## src/hdl/assert_macros.svh

```systemverilog
// Assertion helpers for the RTL; olst_back is the only file that uses them.
`ifndef ASSERT_MACROS_SVH
`define ASSERT_MACROS_SVH

`ifndef SYNTHESIS

`define ASSERT_ALWAYS(label, clk, rst_n, expr, msg) \
    label: assert property (@(posedge clk) disable iff (!rst_n) (expr)) else $error(msg);

`define ASSERT_IMPLY(label, clk, rst_n, pre, post, msg) \
    label: assert property (@(posedge clk) disable iff (!rst_n) (pre) |-> (post)) else $error(msg);

`else

`define ASSERT_ALWAYS(label, clk, rst_n, expr, msg)

`define ASSERT_IMPLY(label, clk, rst_n, pre, post, msg)

`endif

`endif

```

## src/hdl/olst_pkg.sv

```systemverilog
package olst_pkg;

    localparam int CAPACITY_DEF = 16;
    localparam int QUEUE_DEPTH  = 2;
    localparam int DATA_W       = 32;

    typedef enum logic [2:0] {
        CMD_CLEAR      = 3'd0,
        CMD_ADD_EMPTY  = 3'd1,
        CMD_ADD_FRONT  = 3'd2,
        CMD_ADD_BACK   = 3'd3,
        CMD_INS_AFTER  = 3'd4,
        CMD_INS_BEFORE = 3'd5,
        CMD_DELETE     = 3'd6,
        CMD_READ_ALL   = 3'd7
    } t_cmd;

    typedef enum logic [2:0] {
        ST_OK        = 3'd0,
        ST_NOT_FOUND = 3'd1,
        ST_EMPTY     = 3'd2,
        ST_FULL      = 3'd3,
        ST_NOT_EMPTY = 3'd4
    } t_status;

    typedef enum logic [2:0] {
        K_CLEAR,
        K_ADD_EMPTY,
        K_ADD_FRONT,
        K_ADD_BACK,
        K_INS_AFTER,
        K_INS_BEFORE,
        K_DELETE,
        K_READ
    } t_kind;

    typedef struct packed {
        logic [2:0]               command;
        logic signed [DATA_W-1:0] value;
        logic signed [DATA_W-1:0] key;
    } t_in_item;

    typedef struct packed {
        t_status                  status;
        logic signed [DATA_W-1:0] value_out;
        logic                     last_of_run;
    } t_out_item;

    // decoded request: val is stored or returned, key is what the search matches
    typedef struct packed {
        t_kind             kind;
        logic [DATA_W-1:0] val;
        logic [DATA_W-1:0] key;
    } t_op;

endpackage

```

## src/hdl/olst_front.sv

```systemverilog
module olst_front (
    input  logic               i_clk,
    input  logic               i_rst_n,
    input  logic               i_in_valid,
    input  olst_pkg::t_in_item i_in_item,
    output logic               o_in_stall,
    output logic               o_push,
    output olst_pkg::t_op      o_push_op,
    input  logic               i_q_full
);

    olst_pkg::t_kind w_kind;
    logic            r_seen;

    always_comb begin
        unique case (i_in_item.command)
            olst_pkg::CMD_CLEAR:      w_kind = olst_pkg::K_CLEAR;
            olst_pkg::CMD_ADD_EMPTY:  w_kind = olst_pkg::K_ADD_EMPTY;
            olst_pkg::CMD_ADD_FRONT:  w_kind = olst_pkg::K_ADD_FRONT;
            olst_pkg::CMD_ADD_BACK:   w_kind = olst_pkg::K_ADD_BACK;
            olst_pkg::CMD_INS_AFTER:  w_kind = olst_pkg::K_INS_AFTER;
            olst_pkg::CMD_INS_BEFORE: w_kind = olst_pkg::K_INS_BEFORE;
            olst_pkg::CMD_DELETE:     w_kind = olst_pkg::K_DELETE;
            default:                  w_kind = olst_pkg::K_READ;
        endcase
    end

    // delete matches on its own value
    always_comb begin
        o_push_op.kind = w_kind;
        o_push_op.val  = i_in_item.value;
        o_push_op.key  = (w_kind == olst_pkg::K_DELETE) ? i_in_item.value : i_in_item.key;
    end

    // no transfer is taken in the first cycle out of reset
    always_ff @(posedge i_clk) begin
        if (!i_rst_n) begin
            r_seen <= 1'b0;
        end else begin
            r_seen <= 1'b1;
        end
    end

    assign o_in_stall = i_q_full || !r_seen;
    assign o_push     = i_in_valid && !o_in_stall;

endmodule

```

## src/hdl/olst_queue.sv

```systemverilog
module olst_queue (
    input  logic          i_clk,
    input  logic          i_rst_n,
    input  logic          i_push,
    input  olst_pkg::t_op i_push_op,
    output logic          o_full,
    output logic          o_valid,
    output olst_pkg::t_op o_op,
    input  logic          i_pop
);

    localparam int QD  = olst_pkg::QUEUE_DEPTH;
    localparam int QAW = (QD > 1) ? $clog2(QD) : 1;
    localparam int QCW = $clog2(QD + 1);

    olst_pkg::t_op  r_slot [QD];
    logic [QAW-1:0] r_wr;
    logic [QAW-1:0] r_rd;
    logic [QCW-1:0] r_level;
    logic           w_push;
    logic           w_pop;

    assign o_full  = (r_level == QCW'(QD));
    assign o_valid = (r_level != '0);
    assign o_op    = r_slot[r_rd];
    assign w_push  = i_push && !o_full;
    assign w_pop   = i_pop && o_valid;

    always_ff @(posedge i_clk) begin
        if (!i_rst_n) begin
            r_wr    <= '0;
            r_rd    <= '0;
            r_level <= '0;
        end else begin
            if (w_push) begin
                r_wr <= (r_wr == QAW'(QD - 1)) ? '0 : r_wr + QAW'(1);
            end
            if (w_pop) begin
                r_rd <= (r_rd == QAW'(QD - 1)) ? '0 : r_rd + QAW'(1);
            end
            if (w_push && !w_pop) begin
                r_level <= r_level + QCW'(1);
            end else if (w_pop && !w_push) begin
                r_level <= r_level - QCW'(1);
            end
        end
    end

    always_ff @(posedge i_clk) begin
        if (w_push) begin
            r_slot[r_wr] <= i_push_op;
        end
    end

endmodule

```

## src/hdl/olst_back.sv

```systemverilog
`include "assert_macros.svh"

module olst_back #(
    parameter int CAPACITY = olst_pkg::CAPACITY_DEF
) (
    input  logic                i_clk,
    input  logic                i_rst_n,
    input  logic                i_q_valid,
    input  olst_pkg::t_op       i_op,
    output logic                o_pop,
    output logic                o_out_valid,
    output olst_pkg::t_out_item o_out_item,
    input  logic                i_out_stall
);

    localparam int AW = $clog2(CAPACITY);
    localparam int CW = $clog2(CAPACITY + 1);
    localparam int DW = olst_pkg::DATA_W;

    typedef enum logic [2:0] {
        S_IDLE,
        S_SEARCH,
        S_SHIFT_UP,
        S_PUT,
        S_SHIFT_DN,
        S_READ,
        S_FINISH
    } t_state;

    t_state              r_state, n_state;
    logic [CW-1:0]       r_count, n_count;
    logic [AW-1:0]       r_addr, n_addr;
    logic [AW-1:0]       r_pos, n_pos;
    olst_pkg::t_kind     r_kind, n_kind;
    logic [DW-1:0]       r_val, n_val;
    logic [DW-1:0]       r_key, n_key;
    olst_pkg::t_status   r_res_status, n_res_status;
    logic [DW-1:0]       r_res_val, n_res_val;
    logic                r_out_valid, n_out_valid;
    olst_pkg::t_out_item r_out, n_out;

    logic [DW-1:0] r_mem [CAPACITY];
    logic [DW-1:0] r_rdata;
    logic          w_we;
    logic [AW-1:0] w_waddr;
    logic [DW-1:0] w_wdata;

    logic          w_out_free;
    logic          w_empty;
    logic          w_full;
    logic          w_at_end;
    logic          w_hit;
    logic [AW-1:0] w_cnt_a;
    logic [AW-1:0] w_cnt_m1;

    function automatic olst_pkg::t_out_item mk_out(olst_pkg::t_status s, logic [DW-1:0] v,
                                                   logic l);
        olst_pkg::t_out_item o;
        o.status      = s;
        o.value_out   = v;
        o.last_of_run = l;
        return o;
    endfunction

    assign w_out_free = !r_out_valid || !i_out_stall;
    assign w_empty    = (r_count == '0);
    assign w_full     = (r_count == CW'(CAPACITY));
    assign w_cnt_a    = r_count[AW-1:0];
    assign w_cnt_m1   = AW'(r_count - CW'(1));
    assign w_at_end   = (r_addr == w_cnt_m1);
    assign w_hit      = (r_rdata == r_key);

    always_comb begin
        n_state      = r_state;
        n_count      = r_count;
        n_addr       = r_addr;
        n_pos        = r_pos;
        n_kind       = r_kind;
        n_val        = r_val;
        n_key        = r_key;
        n_res_status = r_res_status;
        n_res_val    = r_res_val;
        n_out_valid  = w_out_free ? 1'b0 : r_out_valid;
        n_out        = r_out;
        w_we         = 1'b0;
        w_waddr      = '0;
        w_wdata      = r_val;
        o_pop        = 1'b0;

        unique case (r_state)
            S_IDLE: begin
                if (i_q_valid && w_out_free) begin
                    o_pop       = 1'b1;
                    n_kind      = i_op.kind;
                    n_val       = i_op.val;
                    n_key       = i_op.key;
                    n_addr      = '0;
                    n_out_valid = 1'b1;
                    n_out       = mk_out(olst_pkg::ST_OK, '0, 1'b1);
                    unique case (i_op.kind) inside
                        olst_pkg::K_CLEAR: begin
                            n_count = '0;
                        end
                        olst_pkg::K_ADD_EMPTY: begin
                            if (!w_empty) begin
                                n_out = mk_out(olst_pkg::ST_NOT_EMPTY, '0, 1'b1);
                            end else begin
                                w_we    = 1'b1;
                                w_waddr = '0;
                                w_wdata = i_op.val;
                                n_count = CW'(1);
                            end
                        end
                        olst_pkg::K_ADD_FRONT, olst_pkg::K_ADD_BACK: begin
                            if (w_full) begin
                                n_out = mk_out(olst_pkg::ST_FULL, '0, 1'b1);
                            end else if (w_empty || i_op.kind == olst_pkg::K_ADD_BACK) begin
                                w_we    = 1'b1;
                                w_waddr = w_cnt_a;
                                w_wdata = i_op.val;
                                n_count = r_count + CW'(1);
                            end else begin
                                n_out_valid = 1'b0;
                                n_pos       = '0;
                                n_addr      = w_cnt_m1;
                                n_state     = S_SHIFT_UP;
                            end
                        end
                        olst_pkg::K_INS_AFTER, olst_pkg::K_INS_BEFORE: begin
                            if (w_empty) begin
                                n_out = mk_out(olst_pkg::ST_EMPTY, '0, 1'b1);
                            end else if (w_full) begin
                                n_out = mk_out(olst_pkg::ST_FULL, '0, 1'b1);
                            end else begin
                                n_out_valid = 1'b0;
                                n_state     = S_SEARCH;
                            end
                        end
                        olst_pkg::K_DELETE: begin
                            if (w_empty) begin
                                n_out = mk_out(olst_pkg::ST_EMPTY, '0, 1'b1);
                            end else begin
                                n_out_valid = 1'b0;
                                n_state     = S_SEARCH;
                            end
                        end
                        olst_pkg::K_READ: begin
                            if (w_empty) begin
                                n_out = mk_out(olst_pkg::ST_EMPTY, '0, 1'b1);
                            end else begin
                                n_out_valid = 1'b0;
                                n_state     = S_READ;
                            end
                        end
                    endcase
                end
            end
            S_SEARCH: begin
                if (w_hit) begin
                    n_res_status = olst_pkg::ST_OK;
                    if (r_kind == olst_pkg::K_DELETE) begin
                        n_res_val = r_rdata;
                        if (w_at_end) begin
                            n_count = r_count - CW'(1);
                            n_state = S_FINISH;
                        end else begin
                            n_addr  = r_addr + AW'(1);
                            n_state = S_SHIFT_DN;
                        end
                    end else begin
                        n_res_val = '0;
                        if (r_kind == olst_pkg::K_INS_AFTER && w_at_end) begin
                            w_we    = 1'b1;
                            w_waddr = w_cnt_a;
                            w_wdata = r_val;
                            n_count = r_count + CW'(1);
                            n_state = S_FINISH;
                        end else begin
                            n_pos   = (r_kind == olst_pkg::K_INS_AFTER) ? r_addr + AW'(1) : r_addr;
                            n_addr  = w_cnt_m1;
                            n_state = S_SHIFT_UP;
                        end
                    end
                end else if (w_at_end) begin
                    n_res_status = olst_pkg::ST_NOT_FOUND;
                    n_res_val    = '0;
                    n_state      = S_FINISH;
                end else begin
                    n_addr = r_addr + AW'(1);
                end
            end
            S_SHIFT_UP: begin
                w_we    = 1'b1;
                w_waddr = r_addr + AW'(1);
                w_wdata = r_rdata;
                if (r_addr == r_pos) begin
                    n_state = S_PUT;
                end else begin
                    n_addr = r_addr - AW'(1);
                end
            end
            S_PUT: begin
                w_we         = 1'b1;
                w_waddr      = r_pos;
                w_wdata      = r_val;
                n_count      = r_count + CW'(1);
                n_res_status = olst_pkg::ST_OK;
                n_res_val    = '0;
                n_state      = S_FINISH;
            end
            S_SHIFT_DN: begin
                w_we    = 1'b1;
                w_waddr = r_addr - AW'(1);
                w_wdata = r_rdata;
                if (w_at_end) begin
                    n_count = r_count - CW'(1);
                    n_state = S_FINISH;
                end else begin
                    n_addr = r_addr + AW'(1);
                end
            end
            S_READ: begin
                if (w_out_free) begin
                    n_out_valid = 1'b1;
                    n_out       = mk_out(olst_pkg::ST_OK, r_rdata, w_at_end);
                    if (w_at_end) begin
                        n_state = S_IDLE;
                    end else begin
                        n_addr = r_addr + AW'(1);
                    end
                end
            end
            S_FINISH: begin
                if (w_out_free) begin
                    n_out_valid = 1'b1;
                    n_out       = mk_out(r_res_status, r_res_val, 1'b1);
                    n_state     = S_IDLE;
                end
            end
        endcase
    end

    always_ff @(posedge i_clk) begin
        if (!i_rst_n) begin
            r_state     <= S_IDLE;
            r_count     <= '0;
            r_out_valid <= 1'b0;
        end else begin
            r_state      <= n_state;
            r_count      <= n_count;
            r_out_valid  <= n_out_valid;
            r_addr       <= n_addr;
            r_pos        <= n_pos;
            r_kind       <= n_kind;
            r_val        <= n_val;
            r_key        <= n_key;
            r_res_status <= n_res_status;
            r_res_val    <= n_res_val;
            r_out        <= n_out;
        end
    end

    // read port follows the next address, so r_rdata holds r_mem[r_addr] as it was before any write in the same cycle
    always_ff @(posedge i_clk) begin
        if (w_we) begin
            r_mem[w_waddr] <= w_wdata;
        end
        r_rdata <= r_mem[n_addr];
    end

    assign o_out_valid = r_out_valid;
    assign o_out_item  = r_out;

    `ASSERT_ALWAYS(a_count_bound, i_clk, i_rst_n, r_count <= CW'(CAPACITY), "count above capacity")
    `ASSERT_IMPLY(a_read_range, i_clk, i_rst_n, r_state == S_READ, CW'(r_addr) < r_count, "read past end")
    `ASSERT_IMPLY(a_shift_room, i_clk, i_rst_n, r_state == S_SHIFT_UP, !w_full, "shift on full list")
    `ASSERT_IMPLY(a_count_step, i_clk, i_rst_n, r_count != $past(r_count), r_count == $past(r_count) + CW'(1) || r_count == $past(r_count) - CW'(1) || r_count == '0, "count jumped")

endmodule

```

## src/hdl/ordered_list_engine_unit.sv

```systemverilog
// Bounded ordered list of signed 32-bit values, up to CAPACITY entries, kept in one
// entry memory with one read port and one write port. Requests enter through a two-deep
// queue, so a new request is taken while the engine is busy and the queue has room. Clear,
// add to empty, add at the back and every refused request finish in the idle state. Insert
// and delete search from the front one entry a cycle and then shift the tail one entry a
// cycle, a pace set by the one read and one write per cycle of the entry memory. Read out
// gives one transfer per entry per cycle while the output is not stalled, the last marked
// by last_of_run. Each request ends in exactly one transfer with last_of_run set.
module ordered_list_engine_unit #(
    parameter int CAPACITY = olst_pkg::CAPACITY_DEF
) (
    input  logic                i_clk,
    input  logic                i_rst_n,
    input  logic                i_in_valid,
    input  olst_pkg::t_in_item  i_in_item,
    output logic                o_in_stall,
    output logic                o_out_valid,
    output olst_pkg::t_out_item o_out_item,
    input  logic                i_out_stall
);

    logic          w_push;
    olst_pkg::t_op w_push_op;
    logic          w_q_full;
    logic          w_q_valid;
    olst_pkg::t_op w_q_op;
    logic          w_pop;

    olst_front u_front (
        .i_clk      (i_clk),
        .i_rst_n    (i_rst_n),
        .i_in_valid (i_in_valid),
        .i_in_item  (i_in_item),
        .o_in_stall (o_in_stall),
        .o_push     (w_push),
        .o_push_op  (w_push_op),
        .i_q_full   (w_q_full)
    );

    olst_queue u_queue (
        .i_clk     (i_clk),
        .i_rst_n   (i_rst_n),
        .i_push    (w_push),
        .i_push_op (w_push_op),
        .o_full    (w_q_full),
        .o_valid   (w_q_valid),
        .o_op      (w_q_op),
        .i_pop     (w_pop)
    );

    olst_back #(
        .CAPACITY (CAPACITY)
    ) u_back (
        .i_clk       (i_clk),
        .i_rst_n     (i_rst_n),
        .i_q_valid   (w_q_valid),
        .i_op        (w_q_op),
        .o_pop       (w_pop),
        .o_out_valid (o_out_valid),
        .o_out_item  (o_out_item),
        .i_out_stall (i_out_stall)
    );

endmodule
```

## config.mk

```make
export PLATFORM = sky130hd
export DESIGN_NAME = ordered_list_engine_unit
export DESIGN_NICKNAME = d
export VERILOG_FILES = /design/src/hdl/olst_pkg.sv /design/src/hdl/olst_front.sv /design/src/hdl/olst_queue.sv /design/src/hdl/olst_back.sv /design/src/hdl/ordered_list_engine_unit.sv
export VERILOG_INCLUDE_DIRS = /design/src /design/src/hdl
export SDC_FILE = /design/constraint.sdc
export NUM_CORES = 1
export LEC_CHECK = 0
export BUFFER_PORTS_ARGS = -buffer_cell sky130_fd_sc_hd__buf_2
export CORE_MARGIN = 4
export CORE_UTILIZATION = 62
export DETAILED_ROUTE_END_ITERATION = 12
export PLACE_DENSITY_LB_ADDON = 0.3
export SLEW_MARGIN = 0
export SYNTH_ARGS = -nofsm -noshare
export SYNTH_HDL_FRONTEND = slang
export SYNTH_SLANG_ARGS = --single-unit
```

## constraint.sdc

```tcl
create_clock -name i_clk -period 5.8 [get_ports i_clk]
set_clock_uncertainty 0.1 [all_clocks]
set_input_delay 0.29 -clock i_clk [delete_from_list [all_inputs] [get_ports i_clk]]
set_output_delay 0.29 -clock i_clk [all_outputs]
set_load 0.02 [all_outputs]
```

==> results of run 1 <==
[cell usage after synthesis, types with 35 or more instances]
cell type	count
nor2_1	53
xnor2_1	46
mux2i_1	230
and3_1	36
clkbuf_1	48
o22ai_1	102
a221o_1	35
dfxtp_1	47
buf_2	42
edfxtp_1	790
mux2_2	127
and2_1	37
[power by group through the flow]
| stage | Combinational [W] | Clock [W] | Sequential, W |
|---|---|---|---|
| 4_1_cts | 0.0106 | 0.00544 | 0.00932 |
| 3_3_place_gp | 0.0102 | 0 | 0.00941 |
| 5_1_grt | 0.0113 | 0.00571 | 0.00938 |
| 2_1_floorplan | 0.00759 | 0 | 0.00922 |
| 3_5_place_dp | 0.0105 | 0 | 0.00944 |
| 6_report | 0.0106 | 0.00540 | 0.00933 |
[what timing repair did]
item	CTS	global route
hold buffers	69	0
endpoints found under the hold margin	141	0
setup buffers	0	0
[metal layers]
metal	track usage [%]	vias up	wire length, um
met3	4.634	169	5805
met1	38.47	9460	31920
met5	0	-	0
met2	47.53	904	40890
li1	-	8184	-
met4	9.619	0	2820
[cells in the final DEF (no fill, tap or decap), types with 8 or more instances in the layout]
master and count:
nor2_4 19, clkbuf_16 83, nand4_1 10, clkbuf_1 18, dlygate4sd3_1 69, xnor2_1 46
buf_4 35, buf_12 10, or4_1 33, edfxtp_1 790, bufinv_16 11, dfxtp_1 46
or3_1 9, a22o_1 33, mux2_2 127, nand3_1 14, o2bb2ai_1 32, a21oi_1 24
buf_2 108, and3_1 36, clkinv_1 15, nand2_1 25, o22ai_1 102, xor2_1 11
mux2i_1 230, nor3_1 8, o21ai_0 17, a221o_1 35, clkinv_2 8, and2_1 37
nor2_1 34, inv_1 16
[path summary, 6_finish.rpt]
path                                       endpoint  slack [ns]  cells after the start
worst min register to register         u_queue.r_rd        0.40                      2
worst min-delay path                   u_queue.r_wr        0.17                      4
worst max register to register  u_back.r_mem[3][10]        0.78                     10
worst max-delay path            u_back.r_mem[3][10]        0.78                     10
[layout make-up]
cell class | instances | area, um2 | area share, %
flip-flops and latches | 837 | 24660 | 64.27
clock inverters | 46 | 549.3 | 1.431
repair buffers | 222 | 1694 | 4.414
inverters | 19 | 71.32 | 0.1858
multi-input cells | 980 | 8351 | 21.76
well taps | 688 | 860.8 | 2.243
clock buffers | 104 | 2186 | 5.696
[registers in the layout, indices dropped and copies added (netlist names), 5 cells and up, named ones only]
name,flops
u_back.r_key,32
u_back.r_count,5
u_back.r_res_val,32
u_back.r_val,32
u_back.o_out_item,36
u_queue.r_slot,134
u_back.r_mem,512
u_back.r_rdata,32
[cell families (layout without fill, tap and decap cells)]
| family | count (synthesis) | after routing | synth area share [%] |
|---|---|---|---|
| compound gates | 295 | 295 | 6.679 |
| xor+xnor | 59 | 59 | 1.612 |
| fa+ha+maj | 6 | 6 | 0.2244 |
| buf+inv | 131 | 391 | 1.933 |
| flops | 837 | 837 | 73.71 |
| mux | 359 | 359 | 11.22 |
| simple gates | 261 | 261 | 4.618 |
[worst register-to-register path: cells and delay by family, from the launching register on]
kind / cells / cell delay (ns)
compound gates: 2 / 0.87
xor+xnor: 1 / 0.45
fa+ha+maj: 1 / 0.31
buf+inv: 1 / 0.16
flops: 1 / 0.65
simple gates: 5 / 2.05
[per-stage QoR]
stage / power, W / hold WS, ns
after floorplan: 0.01681 / 0.2177
after global placement: 0.01965 / 0.3846
after detailed placement: 0.01989 / 0.3905
after CTS: 0.02533 / 0.1471
after global routing: 0.02638 / 0.1991
final: 0.02538 / 0.1745
==> impl_metrics.tcl, run 1 <==
set metrics [dict create \
    fp.dieH_um 240.3 \
    cp_num_buf_inv 1 \
    outcome "finished clean" \
    cts_max_level 3 \
    dr.first_iter.drc_count 1890 \
    syn_inst 1948 \
    grt_usage_pct 28.36 \
    p_sw_share_pct 37.49 \
    antenna_found_initial 0 \
    ys_async_sr_fraction_pct 0 \
    grt_pass1_vias 18820 \
    nNetsFinal 2219 \
    place_ws_ns 0.8810 \
    path_class "flip-flop to flip-flop" \
    fin_setup_tns_ns 0 \
    p_seq_share_pct 36.8 \
    worst_slew_pin_slew_ns 1.372 \
    critPathArrivalTime_ns 5.14 \
    syn_avg_cell_area_um2 17.18 \
    period_minus_slack_ns 5.023 \
    syn_to_final_growth_pct 14.70 \
    startpoint_type "flip-flop" \
    start_util_pct 63.17 \
    io_buffers 108 \
    synth_cell_types 81 \
    yosysSeqAreaShare_pct 73.71 \
    synth_area_leaders "edfxtp_1 71%, mux2i_1 6.9%, mux2_2 4.3%, dfxtp_1 2.8%, o22ai_1 1.9%" \
    peakVddDrop_mv 0.6240 \
    post_cts_resized 0 \
    reg2reg_from "u_back.r_count[0]" \
    syn_nets 2025 \
    hold_viol_final 0 \
    routedWlPerCell_um 28.12 \
    netlist_area_um2 33460 \
    hp-class "input pin to flip-flop" \
    die_area_um2 57750 \
    crit_start "u_back.r_count[0]" \
    numCtsBuffers 82 \
    drc 0 \
    internal-power_w 0.01586 \
    max_cap_violations 0 \
    finalNonFillerCells 2896 \
    ys_warn_count 0 \
    place_inst 2677 \
    crit_family "simple AND/OR/NAND/NOR gates" \
    dieWidth_um 240.3 \
    fmax_ghz 0.1991 \
    clk-insertion-delay-late_ns 0.63 \
    postRouteAntennaNets 0 \
    period_share_pct 86.61 \
    final_util_pct 72.45 \
    cts_buffer_depth 3 \
    dpl.hpwl_mm 48.31 \
    relSlewSlack_pct 8.314 \
    cp-end-kind "flip-flop" \
    path_clk_slew_ns 0.06 \
    overflow 0 \
    via_count 18720 \
    synth_top_cell_by_area "edfxtp_1" \
    finalMaxSlewViolations 0 \
    cp.required_ns 5.92 \
    grt_pass1_wl_mm 121.1 \
    layout-drive-gt1-share_pct 20.29 \
    path_max_fanout 32 \
    core_um2 52970 \
    worst_slack_ns 0.7769 \
    crit_path_cell_trace "inv_1, ha_1, xnor3_2, nand3_4, nor2_8, and3_1, a31o_2, a222oi_1, nand3_1, nor2_4" \
    hp-start "i_in_valid" \
    clkPwrFrac_pct 21.3 \
    grt_max_degree 68 \
    place_congestion 0.8980 \
    antennaDiodeCount 0 \
    dr.pass1.iters 5 \
    p_switching_w 0.009514 \
    synth_edf_count 790 \
    synth-main-ff-cell "edfxtp_1" \
    final_cell_area_um2 38380 \
    p_leak_nw 13.39 \
    rsz0062_at_grt "no" \
    ys_ff_latch 837 \
    std_cell_rows 84 \
    setup_viol 0 \
    via_per_inst 6.463 \
    fill_cells 3125 \
    clockRootBuffer "clkbuf_16" \
    clock-sinks 837 \
    p_comb_share_pct 41.9 \
    critPathMaxStageDelay_ns 1.15 \
    drt_wl_total_mm 81.44 \
    ios 109 \
    post_dp_cell_area_um2 34950 \
    synth_top_area_share_pct 70.90 \
    cp_slowest_cell "nor2_4" \
    cts_tree "yes" \
    p_per_area_nw_per_um2 661.2 \
]
No activity file was read; power rests on OpenSTA's default activity.
==> inputs of run 2 (changes only) <==
- REMOVE_ABC_BUFFERS: default -> 1
==> run 2 against run 1 <==
Net effect: combinational power is 4% higher; largest power group unchanged; setup slack worse by 0.047 ns; non-clock buffer count is 26 higher; design area is 0.32% higher; flip-flop and latch count stayed put; worst hold slack worse by 0.014 ns; critical endpoint is now u_back.r_rdata[8].
==> impl_metrics.tcl, run 2 (synthesis results as in run 1) <==
set metrics [dict create \
    rsz0062_at_grt "no" \
    finalNonFillerCells 2921 \
    hold_viol_final 0 \
    path_max_fanout 44 \
    routedWlPerCell_um 28.72 \
    fin_setup_tns_ns 0 \
    final_common_cell "edfxtp_1" \
    hp-start "i_in_valid" \
    start_util_pct 63.17 \
    layout-drive-gt1-share_pct 21.23 \
    max_cap_violations 0 \
    path_class "flip-flop to flip-flop" \
    layout_common_cells "790 x edfxtp_1, 230 x mux2i_1, 127 x mux2_2" \
    grt_usage_pct 28.99 \
    p_leak_nw 13.48 \
    peakVddDrop_mv 0.6975 \
    reg2reg_slack_ns 0.73 \
    cp.required_ns 6.19 \
    fill_cells 3148 \
    p_per_area_nw_per_um2 660.6 \
    cts_buffer_depth 3 \
    dr.pass1.iters 6 \
    rr_endpoint "u_back.r_rdata[8]" \
    io_buffers 108 \
    top_register "u_back.r_mem" \
    core_um2 52970 \
    numCtsBuffers 80 \
    antennaDiodeCount 0 \
    post_cts_buffers 0 \
    cts_tree "yes" \
    clock-sinks 837 \
    largest_reg_flops 512 \
    via_per_inst 6.536 \
    drc 0 \
    place_congestion 0.8644 \
    nNetsFinal 2243 \
    syn_to_final_growth_pct 15.07 \
    fmax_ghz 0.1972 \
    drt_wl_total_mm 83.88 \
    dieWidth_um 240.3 \
    std_cell_rows 84 \
    startpoint_type "flip-flop" \
    period_share_pct 87.42 \
    reg2reg_from "u_back.r_count[0]" \
    place_inst 2703 \
    hold_depth 4 \
    path_clk_slew_ns 0.07 \
    period_minus_slack_ns 5.070 \
    dpl.hpwl_mm 47.32 \
    die_area_um2 57750 \
    ios 109 \
    grt_max_degree 49 \
    setup_viol 0 \
    worst_slew_pin_slew_ns 1.137 \
    via_count 19090 \
    relSlewSlack_pct 24.19 \
    post_cts_resized 0 \
    outcome "finished clean" \
    postRouteAntennaNets 0 \
    grt_pass1_vias 19270 \
    cp-end-kind "flip-flop" \
    dr.first_iter.drc_count 2299 \
    overflow 0 \
    cts_max_level 3 \
    clockRootBuffer "clkbuf_16" \
    hp-class "input pin to flip-flop" \
    antenna_found_initial 0 \
    fp.dieH_um 240.3 \
    grt_pass1_wl_mm 123.0 \
    finalMaxSlewViolations 0 \
    final_util_pct 72.68 \
    min_to "u_queue.r_wr" \
    worstRegToRegCells 13 \
    critPathArrivalTime_ns 5.46 \
    clk-insertion-delay-late_ns 0.63 \
]
-- run 2: final cells by class --
| cell class | count | area, um2 | area share (%) |
|---|---|---|---|
| inverters | 19 | 71.32 | 0.1852 |
| repair buffers | 248 | 1914 | 4.972 |
| well taps | 688 | 860.8 | 2.236 |
| clock inverters | 39 | 430.4 | 1.118 |
| clock buffers | 110 | 2198 | 5.710 |
| multi-input cells | 980 | 8358 | 21.71 |
| flip-flops and latches | 837 | 24670 | 64.07 |
-- run 2: worst max-delay path: stages (launching register included) --
cell       delay [ns]
dfxtp_1          0.70
inv_1            0.17
ha_1             0.41
xor2_1           0.42
nand3_4          0.19
nor2_8           0.22
xnor2_1          0.22
o2111ai_1        0.22
a21oi_4          0.73
buf_12           0.38
buf_4            0.25
mux2i_1          0.25
o22ai_1          0.14
or4_1            0.46
-- run 2: metrics by stage --
| step | area (um2) | power [W] | setup WS (ns) | hold slack (ns) |
|---|---|---|---|---|
| 2_1_floorplan | 32880 | 0.01414 | -7.908 | 0.2177 |
| 3_3_place_gp | 35180 | 0.01979 | 0.9076 | 0.3853 |
| 3_5_place_dp | 35180 | 0.02004 | 0.9011 | 0.3959 |
| 4_1_cts | 38500 | 0.02536 | 0.8366 | 0.1360 |
| 5_1_grt | 38500 | 0.02643 | 0.5438 | 0.1930 |
| 6_report | 38500 | 0.02543 | 0.7295 | 0.1606 |
-- run 2: power by group --
part,leakage (nW),switching (W),internal (W)
clock,1.27,0.00221,0.00300
combinational,4.61,0.00682,0.00416
sequential,7.59,0.000543,0.00870
-- run 2: worst max-delay path by stage --
| stage | to | startpoint | slack [ns] | cells after the start |
|---|---|---|---|---|
| 6_report | u_back.r_rdata[8] | u_back.r_count[0] | 0.73 | 13 |
| 5_1_grt | u_back.r_rdata[8] | u_back.r_count[0] | 0.54 | 13 |
| 4_1_cts | u_back.r_rdata[8] | u_back.r_count[0] | 0.84 | 13 |
| 3_3_place_gp | u_back.r_rdata[27] | u_back.r_count[0] | 0.91 | 12 |
| 3_5_place_dp | u_back.r_rdata[8] | u_back.r_count[0] | 0.90 | 12 |
| 2_1_floorplan | u_back.r_rdata[0] | flip-flop | -7.91 | 9 |
-- run 2: what timing repair did --
item                                    in CTS  in global routing
endpoints found under the setup margin       0                  0
hold buffers                                69                  0
endpoints found under the hold margin      141                  0
-- run 2: metal layers --
layer,up-vias,routed length [um],track usage [%]
met5,-,0,0
met4,0,2420,9.689
met3,143,7777,4.932
met2,1077,41240,48.03
met1,9640,32440,39.77
li1,8232,-,-
